==> config.mk <==
export PLATFORM = sky130hd
export DESIGN_NAME = score_table_rank_and_order
export DESIGN_NICKNAME = d
export VERILOG_FILES = /design/src/strk_pkg.sv /design/src/score_table_rank_and_order.sv /design/src/strk_table.sv
export SDC_FILE = /design/constraint.sdc
export NUM_CORES = 1
export LEC_CHECK = 0
export BUFFER_PORTS_ARGS = -buffer_cell sky130_fd_sc_hd__clkbuf_2
export CAP_MARGIN = 20
export CORE_MARGIN = 1
export CORE_UTILIZATION = 46
export CTS_BUF_LIST = sky130_fd_sc_hd__clkbuf_8
export DETAILED_ROUTE_END_ITERATION = 10
export SYNTH_ARGS = -nofsm -noshare
export SYNTH_HDL_FRONTEND = slang
export SYNTH_SLANG_ARGS = --single-unit
==> constraint.sdc <==
create_clock -name clk -period 4.2 [get_ports clk]
set_clock_uncertainty 0.2 [all_clocks]
set_input_delay 0.42 -clock clk [delete_from_list [all_inputs] [get_ports clk]]
set_output_delay 0.42 -clock clk [all_outputs]
set_load 0.01 [all_outputs]
==> src/strk_pkg.sv <==
// ----------------------------------------------------------------------------
// strk_pkg
// Shared types and constants for the score table with rank and ordered readout.
// ----------------------------------------------------------------------------
`default_nettype none

package strk_pkg;

  localparam int MAX_ENTRIES = 32;
  localparam int ID_W        = 5;
  localparam int CNT_W       = 6;
  localparam int TOTAL_W     = 16;
  localparam int PTS_W       = 8;

  localparam logic KIND_SCORE   = 1'b0;
  localparam logic KIND_READOUT = 1'b1;

  // one read and one write access to the score table per cycle
  typedef struct packed {
    logic [ID_W-1:0]           rd_addr;
    logic                      wr_en;
    logic [ID_W-1:0]           wr_addr;
    logic signed [TOTAL_W-1:0] wr_data;
  } tbl_req_t;

endpackage

`default_nettype wire

==> src/score_table_rank_and_order.sv <==
// ----------------------------------------------------------------------------
// score_table_rank_and_order
// Score table with saturating updates, rank report and ordered readout.
// ----------------------------------------------------------------------------
// One request at a time goes through a sequencer around a single-port-read
// score memory, n being the entry count in use (capped at 32). A score request
// reads the entry, writes the saturated total, then makes one memory read per
// entry to count higher totals. A readout request runs a selection pass per
// reported entry, each pass reading all n entries; the table gives one read
// per cycle. A bad entry id is answered without a table scan, a readout with
// a count of zero gives no results. A stalled result output holds the sequencer
// in its emit state. The table comes out of reset ready, with no clearing pass.
`default_nettype none

module score_table_rank_and_order
  import strk_pkg::*;
(
  input  wire logic                      clk,
  input  wire logic                      rst_n,
  input  wire logic                      cfg_wr_en,
  input  wire logic [CNT_W-1:0]          cfg_entry_count,
  input  wire logic                      in_valid,
  output logic                           in_ready,
  input  wire logic                      in_kind,
  input  wire logic [ID_W-1:0]           in_entry_id,
  input  wire logic signed [PTS_W-1:0]   in_points,
  output logic                           out_valid,
  input  wire logic                      out_ready,
  output logic [ID_W-1:0]                out_entry,
  output logic signed [TOTAL_W-1:0]      out_total,
  output logic [CNT_W-1:0]               out_rank,
  output logic                           out_error,
  output logic                           out_last
);

  typedef enum logic [4:0] {
    ST_IDLE  = 5'b00001,
    ST_UPD   = 5'b00010,
    ST_SCAN  = 5'b00100,
    ST_DRAIN = 5'b01000,
    ST_EMIT  = 5'b10000
  } state_t;

  state_t                    state_r, state_nxt;
  logic [CNT_W-1:0]          cfg_count_r;
  logic [CNT_W-1:0]          n_eff;

  logic                      kind_r, kind_nxt;
  logic                      err_r, err_nxt;
  logic [ID_W-1:0]           id_r, id_nxt;
  logic signed [PTS_W-1:0]   pts_r, pts_nxt;
  logic signed [TOTAL_W-1:0] sum_r, sum_nxt;
  logic [CNT_W-1:0]          rank_r, rank_nxt;
  logic [ID_W-1:0]           scan_idx_r, scan_idx_nxt;
  logic                      pend_r, pend_nxt;
  logic [ID_W-1:0]           pend_idx_r, pend_idx_nxt;
  logic [MAX_ENTRIES-1:0]    taken_r, taken_nxt;
  logic                      found_r, found_nxt;
  logic [ID_W-1:0]           best_idx_r, best_idx_nxt;
  logic signed [TOTAL_W-1:0] best_total_r, best_total_nxt;
  logic [ID_W-1:0]           pos_r, pos_nxt;

  logic                      out_valid_r, out_valid_nxt;
  logic [ID_W-1:0]           out_entry_r, out_entry_nxt;
  logic signed [TOTAL_W-1:0] out_total_r, out_total_nxt;
  logic [CNT_W-1:0]          out_rank_r, out_rank_nxt;
  logic                      out_error_r, out_error_nxt;
  logic                      out_last_r, out_last_nxt;

  tbl_req_t                  tbl_req;
  logic signed [TOTAL_W-1:0] tbl_rd;
  logic signed [TOTAL_W:0]   sum_wide;
  logic signed [TOTAL_W-1:0] sum_sat;
  logic                      out_free;
  logic [CNT_W-1:0]          pos_next_rank;

  strk_table u_table (
    .clk     (clk),
    .rst_n   (rst_n),
    .req     (tbl_req),
    .rd_data (tbl_rd)
  );

  assign n_eff = (cfg_count_r > CNT_W'(MAX_ENTRIES)) ? CNT_W'(MAX_ENTRIES) : cfg_count_r;

  assign sum_wide = {tbl_rd[TOTAL_W-1], tbl_rd}
                  + {{(TOTAL_W + 1 - PTS_W){pts_r[PTS_W-1]}}, pts_r};

  always_comb begin
    if (sum_wide > $signed({2'b00, {(TOTAL_W-1){1'b1}}})) begin
      sum_sat = {1'b0, {(TOTAL_W-1){1'b1}}};
    end else if (sum_wide < $signed({2'b11, {(TOTAL_W-1){1'b0}}})) begin
      sum_sat = {1'b1, {(TOTAL_W-1){1'b0}}};
    end else begin
      sum_sat = sum_wide[TOTAL_W-1:0];
    end
  end

  // the write happens in its own state and scan reads start in the state after it,
  // so no scan read meets a write to the same entry
  always_comb begin
    tbl_req.rd_addr = (state_r == ST_IDLE) ? in_entry_id : scan_idx_r;
    tbl_req.wr_en   = (state_r == ST_UPD);
    tbl_req.wr_addr = id_r;
    tbl_req.wr_data = sum_sat;
  end

  assign in_ready      = (state_r == ST_IDLE);
  assign out_free      = !out_valid_r || out_ready;
  assign pos_next_rank = {1'b0, pos_r} + CNT_W'(1);

  always_comb begin
    state_nxt      = state_r;
    kind_nxt       = kind_r;
    err_nxt        = err_r;
    id_nxt         = id_r;
    pts_nxt        = pts_r;
    sum_nxt        = sum_r;
    rank_nxt       = rank_r;
    scan_idx_nxt   = scan_idx_r;
    pend_nxt       = 1'b0;
    pend_idx_nxt   = pend_idx_r;
    taken_nxt      = taken_r;
    found_nxt      = found_r;
    best_idx_nxt   = best_idx_r;
    best_total_nxt = best_total_r;
    pos_nxt        = pos_r;
    out_valid_nxt  = out_valid_r && !out_ready;
    out_entry_nxt  = out_entry_r;
    out_total_nxt  = out_total_r;
    out_rank_nxt   = out_rank_r;
    out_error_nxt  = out_error_r;
    out_last_nxt   = out_last_r;

    // compare stage for the entry whose registered read data is now on tbl_rd
    if (pend_r) begin
      if (kind_r == KIND_SCORE) begin
        if (pend_idx_r != id_r && tbl_rd > sum_r) begin
          rank_nxt = rank_r + CNT_W'(1);
        end
      end else if (!taken_r[pend_idx_r] && (!found_r || tbl_rd > best_total_r)) begin
        best_idx_nxt   = pend_idx_r;
        best_total_nxt = tbl_rd;
        found_nxt      = 1'b1;
      end
    end

    case (state_r)
      ST_IDLE: begin
        if (in_valid) begin
          kind_nxt = in_kind;
          id_nxt   = in_entry_id;
          pts_nxt  = in_points;
          err_nxt  = 1'b0;
          if (in_kind == KIND_SCORE) begin
            if ({1'b0, in_entry_id} >= n_eff) begin
              err_nxt   = 1'b1;
              state_nxt = ST_EMIT;
            end else begin
              state_nxt = ST_UPD;
            end
          end else if (n_eff != '0) begin
            taken_nxt    = '0;
            pos_nxt      = '0;
            scan_idx_nxt = '0;
            found_nxt    = 1'b0;
            state_nxt    = ST_SCAN;
          end
        end
      end
      ST_UPD: begin
        sum_nxt      = sum_sat;
        rank_nxt     = CNT_W'(1);
        scan_idx_nxt = '0;
        state_nxt    = ST_SCAN;
      end
      ST_SCAN: begin
        pend_nxt     = 1'b1;
        pend_idx_nxt = scan_idx_r;
        if ({1'b0, scan_idx_r} == n_eff - CNT_W'(1)) begin
          state_nxt = ST_DRAIN;
        end else begin
          scan_idx_nxt = scan_idx_r + ID_W'(1);
        end
      end
      ST_DRAIN: begin
        state_nxt = ST_EMIT;
      end
      ST_EMIT: begin
        if (out_free) begin
          out_valid_nxt = 1'b1;
          if (kind_r == KIND_SCORE) begin
            out_entry_nxt = id_r;
            out_total_nxt = err_r ? '0 : sum_r;
            out_rank_nxt  = err_r ? '0 : rank_r;
            out_error_nxt = err_r;
            out_last_nxt  = 1'b1;
            state_nxt     = ST_IDLE;
          end else begin
            out_entry_nxt        = best_idx_r;
            out_total_nxt        = best_total_r;
            out_rank_nxt         = pos_next_rank;
            out_error_nxt        = 1'b0;
            out_last_nxt         = (pos_next_rank == n_eff);
            taken_nxt[best_idx_r] = 1'b1;
            if (pos_next_rank == n_eff) begin
              state_nxt = ST_IDLE;
            end else begin
              pos_nxt      = pos_r + ID_W'(1);
              scan_idx_nxt = '0;
              found_nxt    = 1'b0;
              state_nxt    = ST_SCAN;
            end
          end
        end
      end
      default: begin
        state_nxt = ST_IDLE;
      end
    endcase
  end

  always_ff @(posedge clk) begin
    if (!rst_n) begin
      state_r     <= ST_IDLE;
      pend_r      <= 1'b0;
      out_valid_r <= 1'b0;
      cfg_count_r <= CNT_W'(MAX_ENTRIES);
    end else begin
      state_r     <= state_nxt;
      pend_r      <= pend_nxt;
      out_valid_r <= out_valid_nxt;
      if (cfg_wr_en) begin
        cfg_count_r <= cfg_entry_count;
      end
    end
  end

  always_ff @(posedge clk) begin
    kind_r       <= kind_nxt;
    err_r        <= err_nxt;
    id_r         <= id_nxt;
    pts_r        <= pts_nxt;
    sum_r        <= sum_nxt;
    rank_r       <= rank_nxt;
    scan_idx_r   <= scan_idx_nxt;
    pend_idx_r   <= pend_idx_nxt;
    taken_r      <= taken_nxt;
    found_r      <= found_nxt;
    best_idx_r   <= best_idx_nxt;
    best_total_r <= best_total_nxt;
    pos_r        <= pos_nxt;
    out_entry_r  <= out_entry_nxt;
    out_total_r  <= out_total_nxt;
    out_rank_r   <= out_rank_nxt;
    out_error_r  <= out_error_nxt;
    out_last_r   <= out_last_nxt;
  end

  assign out_valid = out_valid_r;
  assign out_entry = out_entry_r;
  assign out_total = out_total_r;
  assign out_rank  = out_rank_r;
  assign out_error = out_error_r;
  assign out_last  = out_last_r;

`ifndef SYNTHESIS
  a_err_is_last: assert property (@(posedge clk) disable iff (!rst_n)
    out_valid_r && out_error_r |-> out_last_r && out_rank_r == '0 && out_total_r == '0)
    else $error("error result not final or not cleared");

  a_good_rank: assert property (@(posedge clk) disable iff (!rst_n)
    out_valid_r && !out_error_r |-> out_rank_r != '0)
    else $error("good result with zero rank");

  a_pend_from_scan: assert property (@(posedge clk) disable iff (!rst_n)
    pend_r |-> $past(state_r == ST_SCAN))
    else $error("compare stage without a scan read");

  a_best_untaken: assert property (@(posedge clk) disable iff (!rst_n)
    state_r == ST_EMIT && kind_r == KIND_READOUT |-> found_r && !taken_r[best_idx_r])
    else $error("readout picked an entry already reported");
`endif

endmodule

`default_nettype wire

==> src/strk_table.sv <==
// ----------------------------------------------------------------------------
// strk_table
// Score total memory, one write and one registered read per cycle. Entries
// never written since reset read back as zero through per-entry valid bits.
// ----------------------------------------------------------------------------
`default_nettype none

module strk_table
  import strk_pkg::*;
(
  input  wire logic                      clk,
  input  wire logic                      rst_n,
  input  wire tbl_req_t                  req,
  output logic signed [TOTAL_W-1:0]      rd_data
);

  logic signed [TOTAL_W-1:0] mem [MAX_ENTRIES];
  logic [MAX_ENTRIES-1:0]    vld_r;
  logic signed [TOTAL_W-1:0] rd_data_r;
  logic                      rd_vld_r;

  always_ff @(posedge clk) begin
    if (req.wr_en) begin
      mem[req.wr_addr] <= req.wr_data;
    end
    rd_data_r <= mem[req.rd_addr];
  end

  always_ff @(posedge clk) begin
    if (!rst_n) begin
      vld_r    <= '0;
      rd_vld_r <= 1'b0;
    end else begin
      if (req.wr_en) begin
        vld_r[req.wr_addr] <= 1'b1;
      end
      rd_vld_r <= vld_r[req.rd_addr];
    end
  end

  assign rd_data = rd_vld_r ? rd_data_r : '0;

endmodule

`default_nettype wire

==> results of run 1 <==
how the worst max path moves through the flow:
stage | end | cells after the start
global route | u_table.mem[25][1] | 11
detailed placement | u_table.rd_data_r[3] | 9
finish | u_table.rd_data_r[1] | 9
floorplan | sum_r[10] | 14
global placement | u_table.rd_data_r[3] | 9
CTS | u_table.rd_data_r[3] | 9
registers in the layout, summed over array words and instances, names as in the netlist, 6 cells and up:
name,flops
u_table.mem,512
out_total,16
taken_r,32
pts_r,8
best_total_r,16
u_table.vld_r,32
out_rank,6
sum_r,16
rank_r,6
u_table.rd_data_r,16
cfg_count_r,6
Yosys cell counts, drive strengths merged (51+ instances only):
cell type	count	area share
a211oi	176	0.043
a21oi	96	0.015
and3	180	0.036
buf	77	0.013
clkbuf	96	0.012
dfxtp	69	0.044
edfxtp	640	0.62
inv	51	0.0062
nand2	266	0.032
nand3	95	0.015
nor2	115	0.014
o21ai	94	0.016
power breakdown:
group	switching [mW]	internal, mW	total [mW]
combinational	7.02	2.95	9.97
sequential	0.413	10.5	10.9
clock	2.77	2.91	5.67
per-layer routing:
metal | vias to the layer above | GRT usage | part of all wire
li1 | 9707 | - | -
met1 | 10600 | 0.357 | 0.45
met2 | 732 | 0.397 | 0.46
met3 | 154 | 0.0355 | 0.061
met4 | 0 | 0.0800 | 0.026
met5 | - | 0 | 0
area by class of cell:
class | count | area share
clock buffer | 124 | 0.0483
sequential | 709 | 0.583
antenna | 1 | 0.0000708
tap | 864 | 0.0306
multi-input combinational | 1523 | 0.274
clock inverter | 90 | 0.0134
timing repair buffer | 206 | 0.0451
inverter | 52 | 0.00552
cell families after synthesis:
family | count (synthesis) | share of synthesized area
xor gates and xnor gates | 46 | 0.0137
buffers and inverters | 225 | 0.0313
and+or+nand+nor | 825 | 0.135
DFF | 709 | 0.662
AOI/OAI and AO/OA | 558 | 0.120
muxes | 42 | 0.0181
adders and majority gates | 52 | 0.0197
what timing repair did:
| item | CTS | global route |
|---|---|---|
| hold endpoints to repair | 26 | 0 |
| setup buffers | 0 | 4 |
| hold buffers | 29 | 0 |
| setup endpoints to repair | 3 | 37 |
| gates resized for setup | 2 | 4 |
| pin swaps | 0 | 1 |
stage by stage:
stage / power [mW] / instance area, um2 / setup slack, ps / utilization / TNS, ps
after floorplan: 16.9 / 31100 / 109 / - / 0
after global placement: 20.6 / 32800 / -587 / 0.494 / -1340
after detailed placement: 20.9 / 32800 / -136 / 0.494 / -233
after CTS: 26.6 / 35300 / 24.6 / 0.531 / 0
after global routing: 27.9 / 35300 / -4.83 / 0.533 / -24.4
final: 26.5 / 35300 / 242 / 0.533 / 0
==> results.ini, run 1 <==
[synth]
ys_types=86
async_reset_ff_frac=0
avgSynthCellArea_um2=12.7
syn_inst=2457
syn-num-nets=2518
syn_area_mm2=0.0311
yosysSeqAreaShare=0.662
synth_edf_count=640
synth_flop_cell=edfxtp_1
ys_seq_elements=709
yosys_warnings=0

[hold_path]
min_from=in_points[4]
hp-class=input pin to flip-flop
worstHoldPathCells=2
hold_end=pts_r[4]

[final_layout]
final_nets=2667
fillCellCount=5647
area_growth_pct=13.5
final_common_cell=edfxtp_1
multiInputGateArea_mm2=0.00968
drive_gt1_frac=0.142
seqCellArea_mm2=0.0206
final_cell_mix=edfxtp_1, nand2_1, and3_1
final_cells=3569

[sta]
setup_viol=0
max_freq_mhz=253
hold_slack_ps=201
max_slew_margin=0.349
timing.final.hold_violations=0
min_period_ps=3960
report.final.slew_viol_count=0
worst_pin_slew_ps=977
fin_crit_sh=0.942

[detailed_routing]
drt-initial-drc-count=2168
wl_per_cell_um=23.9
routed_wl_um=85400
drtPass1Iterations=5
via_count=21200
ant_nets=0
drc=0
avgViaCountPerCell=5.94

[cts]
numCtsBuffers=114
cts-root-buf=clkbuf_8
clkLatencyLatePin_ps=750
clk_path_buf_depth=3
cts_tree=done
cts.sinks=709
cts_max_level=3
clk_pin_slew_ps=60

[critical_path]
crit_family=simple AND/OR/NAND/NOR gates
slowest_stage=nor4_2
cp_slowest_stage_delay_ps=700
critPathLaunch=state_r[4]
r2r_end=u_table.rd_data_r[1]
r2r-start=state_r[4]
crit_arrival_ps=4320
worstSetupEndpointType=flip-flop
worstRegToRegCells=9
critPathMaxFanout=94
reg2reg_slack_ps=240
cp_cell_sequence=inv_1 -> nand3_4 -> buf_4 -> buf_6 -> and3_1 -> a211oi_1 -> o21ai_0 -> nand4_1 -> nor4_2
critPathLaunchType=flip-flop
required_ps=4560
crit_type=flip-flop to flip-flop
critical_path_buf_inv_count=3

[pwr]
p_leak_nw=12.7
powerDensity_mw_per_mm2=751
ir_drop_uv=666

[floorplanning]
rows=94
dieArea_mm2=0.0687
die_height_um=262
die_w_um=262
core_mm2=0.0663
io_pins=56
initial_utilization=0.469

[placed_design]
dp_hpwl_um=50800
dpl.cell_count=3320
numPortBuffers=55
gp_congestion=0.856

[status]
outcome=finished, final reports clean

[global_routing]
first_global_vias=20700
grt_max_degree=125
antenna_found_initial=1
overflow=0
grt_pass1_wl_um=129000
track_usage=0.251

[flow_run]
max-cap-violations=0

No activity file was read; power rests on OpenSTA's default activity.
==> run 2, diff against run 1 <==
clock period = 3.95 ns   (was 4.2 ns; I/O delays follow)
==> results.ini, run 2 (synthesis results as in run 1) <==
[status]
outcome=finished, final reports clean

[final_layout]
fin_area_mm2=0.0356  ; +0.67%
fin_util=0.536  ; +0.00355
final_common_cell=edfxtp_1
area_growth_pct=14.3
drive_gt1_frac=0.145  ; +0.00296
largest_reg_flops=512  ; unchanged
regMostFlops=u_table.mem
seqCellArea_mm2=0.0206  ; unchanged
final_cells=3569  ; unchanged
fillCellCount=5650  ; +0.053%
multiInputGateArea_mm2=0.00970  ; +0.23%
final_cell_mix=edfxtp_1, nand2_1, and3_1
final_nets=2675  ; +0.30%
biggestRegsByFlops=u_table.mem (512), taken_r (32), u_table.vld_r (32)

[critical_path]
cp_common_cell=buf_12
crit_type=flip-flop to flip-flop
required_ps=4300  ; -260 ps
crit_arrival_ps=4200  ; -120 ps
crit_family=simple AND/OR/NAND/NOR gates
slowest_stage=or4b_1
critical_path_buf_inv_count=2  ; -1
critPathMaxFanout=45  ; -52%
critPathLaunchType=flip-flop
cp_cell_sequence=or4b_1 -> o21ai_4 -> buf_12 -> buf_12 -> and3_1 -> a211oi_1 -> o21ai_1 -> nand4_1 -> nor4_2
worstSetupEndpointType=flip-flop
cp_slowest_stage_delay_ps=700  ; about the same

[detailed_routing]
wl_per_cell_um=24.5  ; +2.3%
drtPass1Iterations=6  ; +1
ant_nets=0  ; unchanged
via_count=21400  ; +0.76%
avgViaCountPerCell=5.99  ; +0.76%
drt-initial-drc-count=2014  ; -7.1%
drc=0  ; unchanged
routed_wl_um=87300  ; +2.3%

[pwr]
ir_drop_uv=644  ; -3.3%
p_leak_nw=12.8  ; +0.48%
powerDensity_mw_per_mm2=817  ; +8.7%

[cts]
cts.sinks=709  ; unchanged
cts-root-buf=clkbuf_8
clkLatencyLatePin_ps=730  ; -20 ps
cts_setup_buffers=0  ; unchanged
clk_pin_slew_ps=60  ; about the same
cts_max_level=3  ; unchanged
cts_tree=done
numCtsBuffers=114  ; unchanged
clk_path_buf_depth=3  ; unchanged

[global_routing]
grt_max_degree=170  ; +36%
overflow=0  ; unchanged
grt_pass1_wl_um=130000  ; +1.2%
track_usage=0.255  ; +0.00374
first_global_vias=20800  ; +0.75%
antenna_found_initial=3  ; +2

[sta]
finalSetupTns_ps=0  ; unchanged
timing.final.hold_violations=0  ; unchanged
rsz0062_at_grt=no
setup_viol=0  ; unchanged
max_freq_mhz=259  ; +2.7%
min_period_ps=3850  ; -103 ps
report.final.slew_viol_count=0  ; unchanged
max_slew_margin=0.321  ; -0.0281
fin_crit_sh=0.976  ; +0.0336
worst_pin_slew_ps=1020  ; +42.1 ps

[floorplanning]
die_w_um=262  ; unchanged
io_pins=56  ; unchanged
die_height_um=262  ; unchanged
initial_utilization=0.469  ; unchanged
rows=94  ; unchanged
dieArea_mm2=0.0687  ; unchanged
core_mm2=0.0663  ; unchanged

[placed_design]
dpl_cell_area_mm2=0.0331  ; +0.88%
numPortBuffers=55  ; unchanged
gp_congestion=0.907  ; +5.9%
dp_hpwl_um=52100  ; +2.5%
dpl.cell_count=3332  ; +0.36%

[hold_path]
hp-class=input pin to flip-flop

[flow_run]
max-cap-violations=0  ; unchanged

==> run 2: cell types whose count changed in the layout (fill, tap and decap cells not counted), moves of 2 or more <==
cell and change:
buf_2 -2, buf_4 -4, buf_12 +14, clkinv_1 +4
inv_1 -10, clkbuf_8 -3
==> run 2: final cells by class <==
type                    instances  area share
flip-flops and latches        709       0.579
repair buffers                214      0.0520
diodes                          1   0.0000704
inverters                      52     0.00549
clock buffers                 121      0.0468
clock inverters                85      0.0132
well taps                     864      0.0304
multi-input cells            1523       0.273
==> run 2: repair_timing <==
item                                   CTS  global route
hold buffers                            29             0
pin swaps                                0             0
endpoints found under the hold margin   26             0
setup endpoints to repair               36            86
resized for setup                        4             6
==> run 2: power by group <==
group | leakage, nW | total (mW) | switching, mW | internal, mW
combinational | 5.14 | 11.5 | 7.86 | 3.68
clock | 1.25 | 5.94 | 2.91 | 3.03
sequential | 6.38 | 11.6 | 0.429 | 11.1
total | 12.8 | 29.0 | 11.2 | 17.9
==> run 2: worst register-to-register path, delay by kind of cell, from the launching register on <==
| family | cells | cell delay [ps] |
|---|---|---|
| DFF | 1 | 390 |
| and+or+nand+nor | 4 | 1850 |
| buffers and inverters | 2 | 540 |
| AOI/OAI and AO/OA | 3 | 700 |
==> run 2: stage by stage <==
stage	hold WS [ps]	power, mW	setup slack, ps
floorplan	221	17.9	-141
global placement	239	22.8	-192
detailed placement	245	23.0	-205
CTS	123	29.1	80.8
global route	165	30.4	9.11
finish	193	29.0	95.1
==> run 2: per-layer routing <==
layer | share of wire | wire length (um) | up-vias | global-route usage
met5 | 0.00014 | 12 | - | 0
met4 | 0.031 | 2730 | 2 | 0.0992
met3 | 0.074 | 6450 | 155 | 0.0439
met2 | 0.45 | 39600 | 874 | 0.391
met1 | 0.44 | 38500 | 10600 | 0.361
li1 | - | - | 9716 | -
==> run 2: final timing paths <==
path              slack [ps]  cells past startpoint                   end             start
hold reg to reg          260                      1      u_table.vld_r[4]  u_table.vld_r[4]
setup reg to reg         100                      9  u_table.rd_data_r[1]        state_r[1]
hold / removal           190                      2              pts_r[6]      in_points[6]
setup / recovery         100                      9  u_table.rd_data_r[1]        state_r[1]
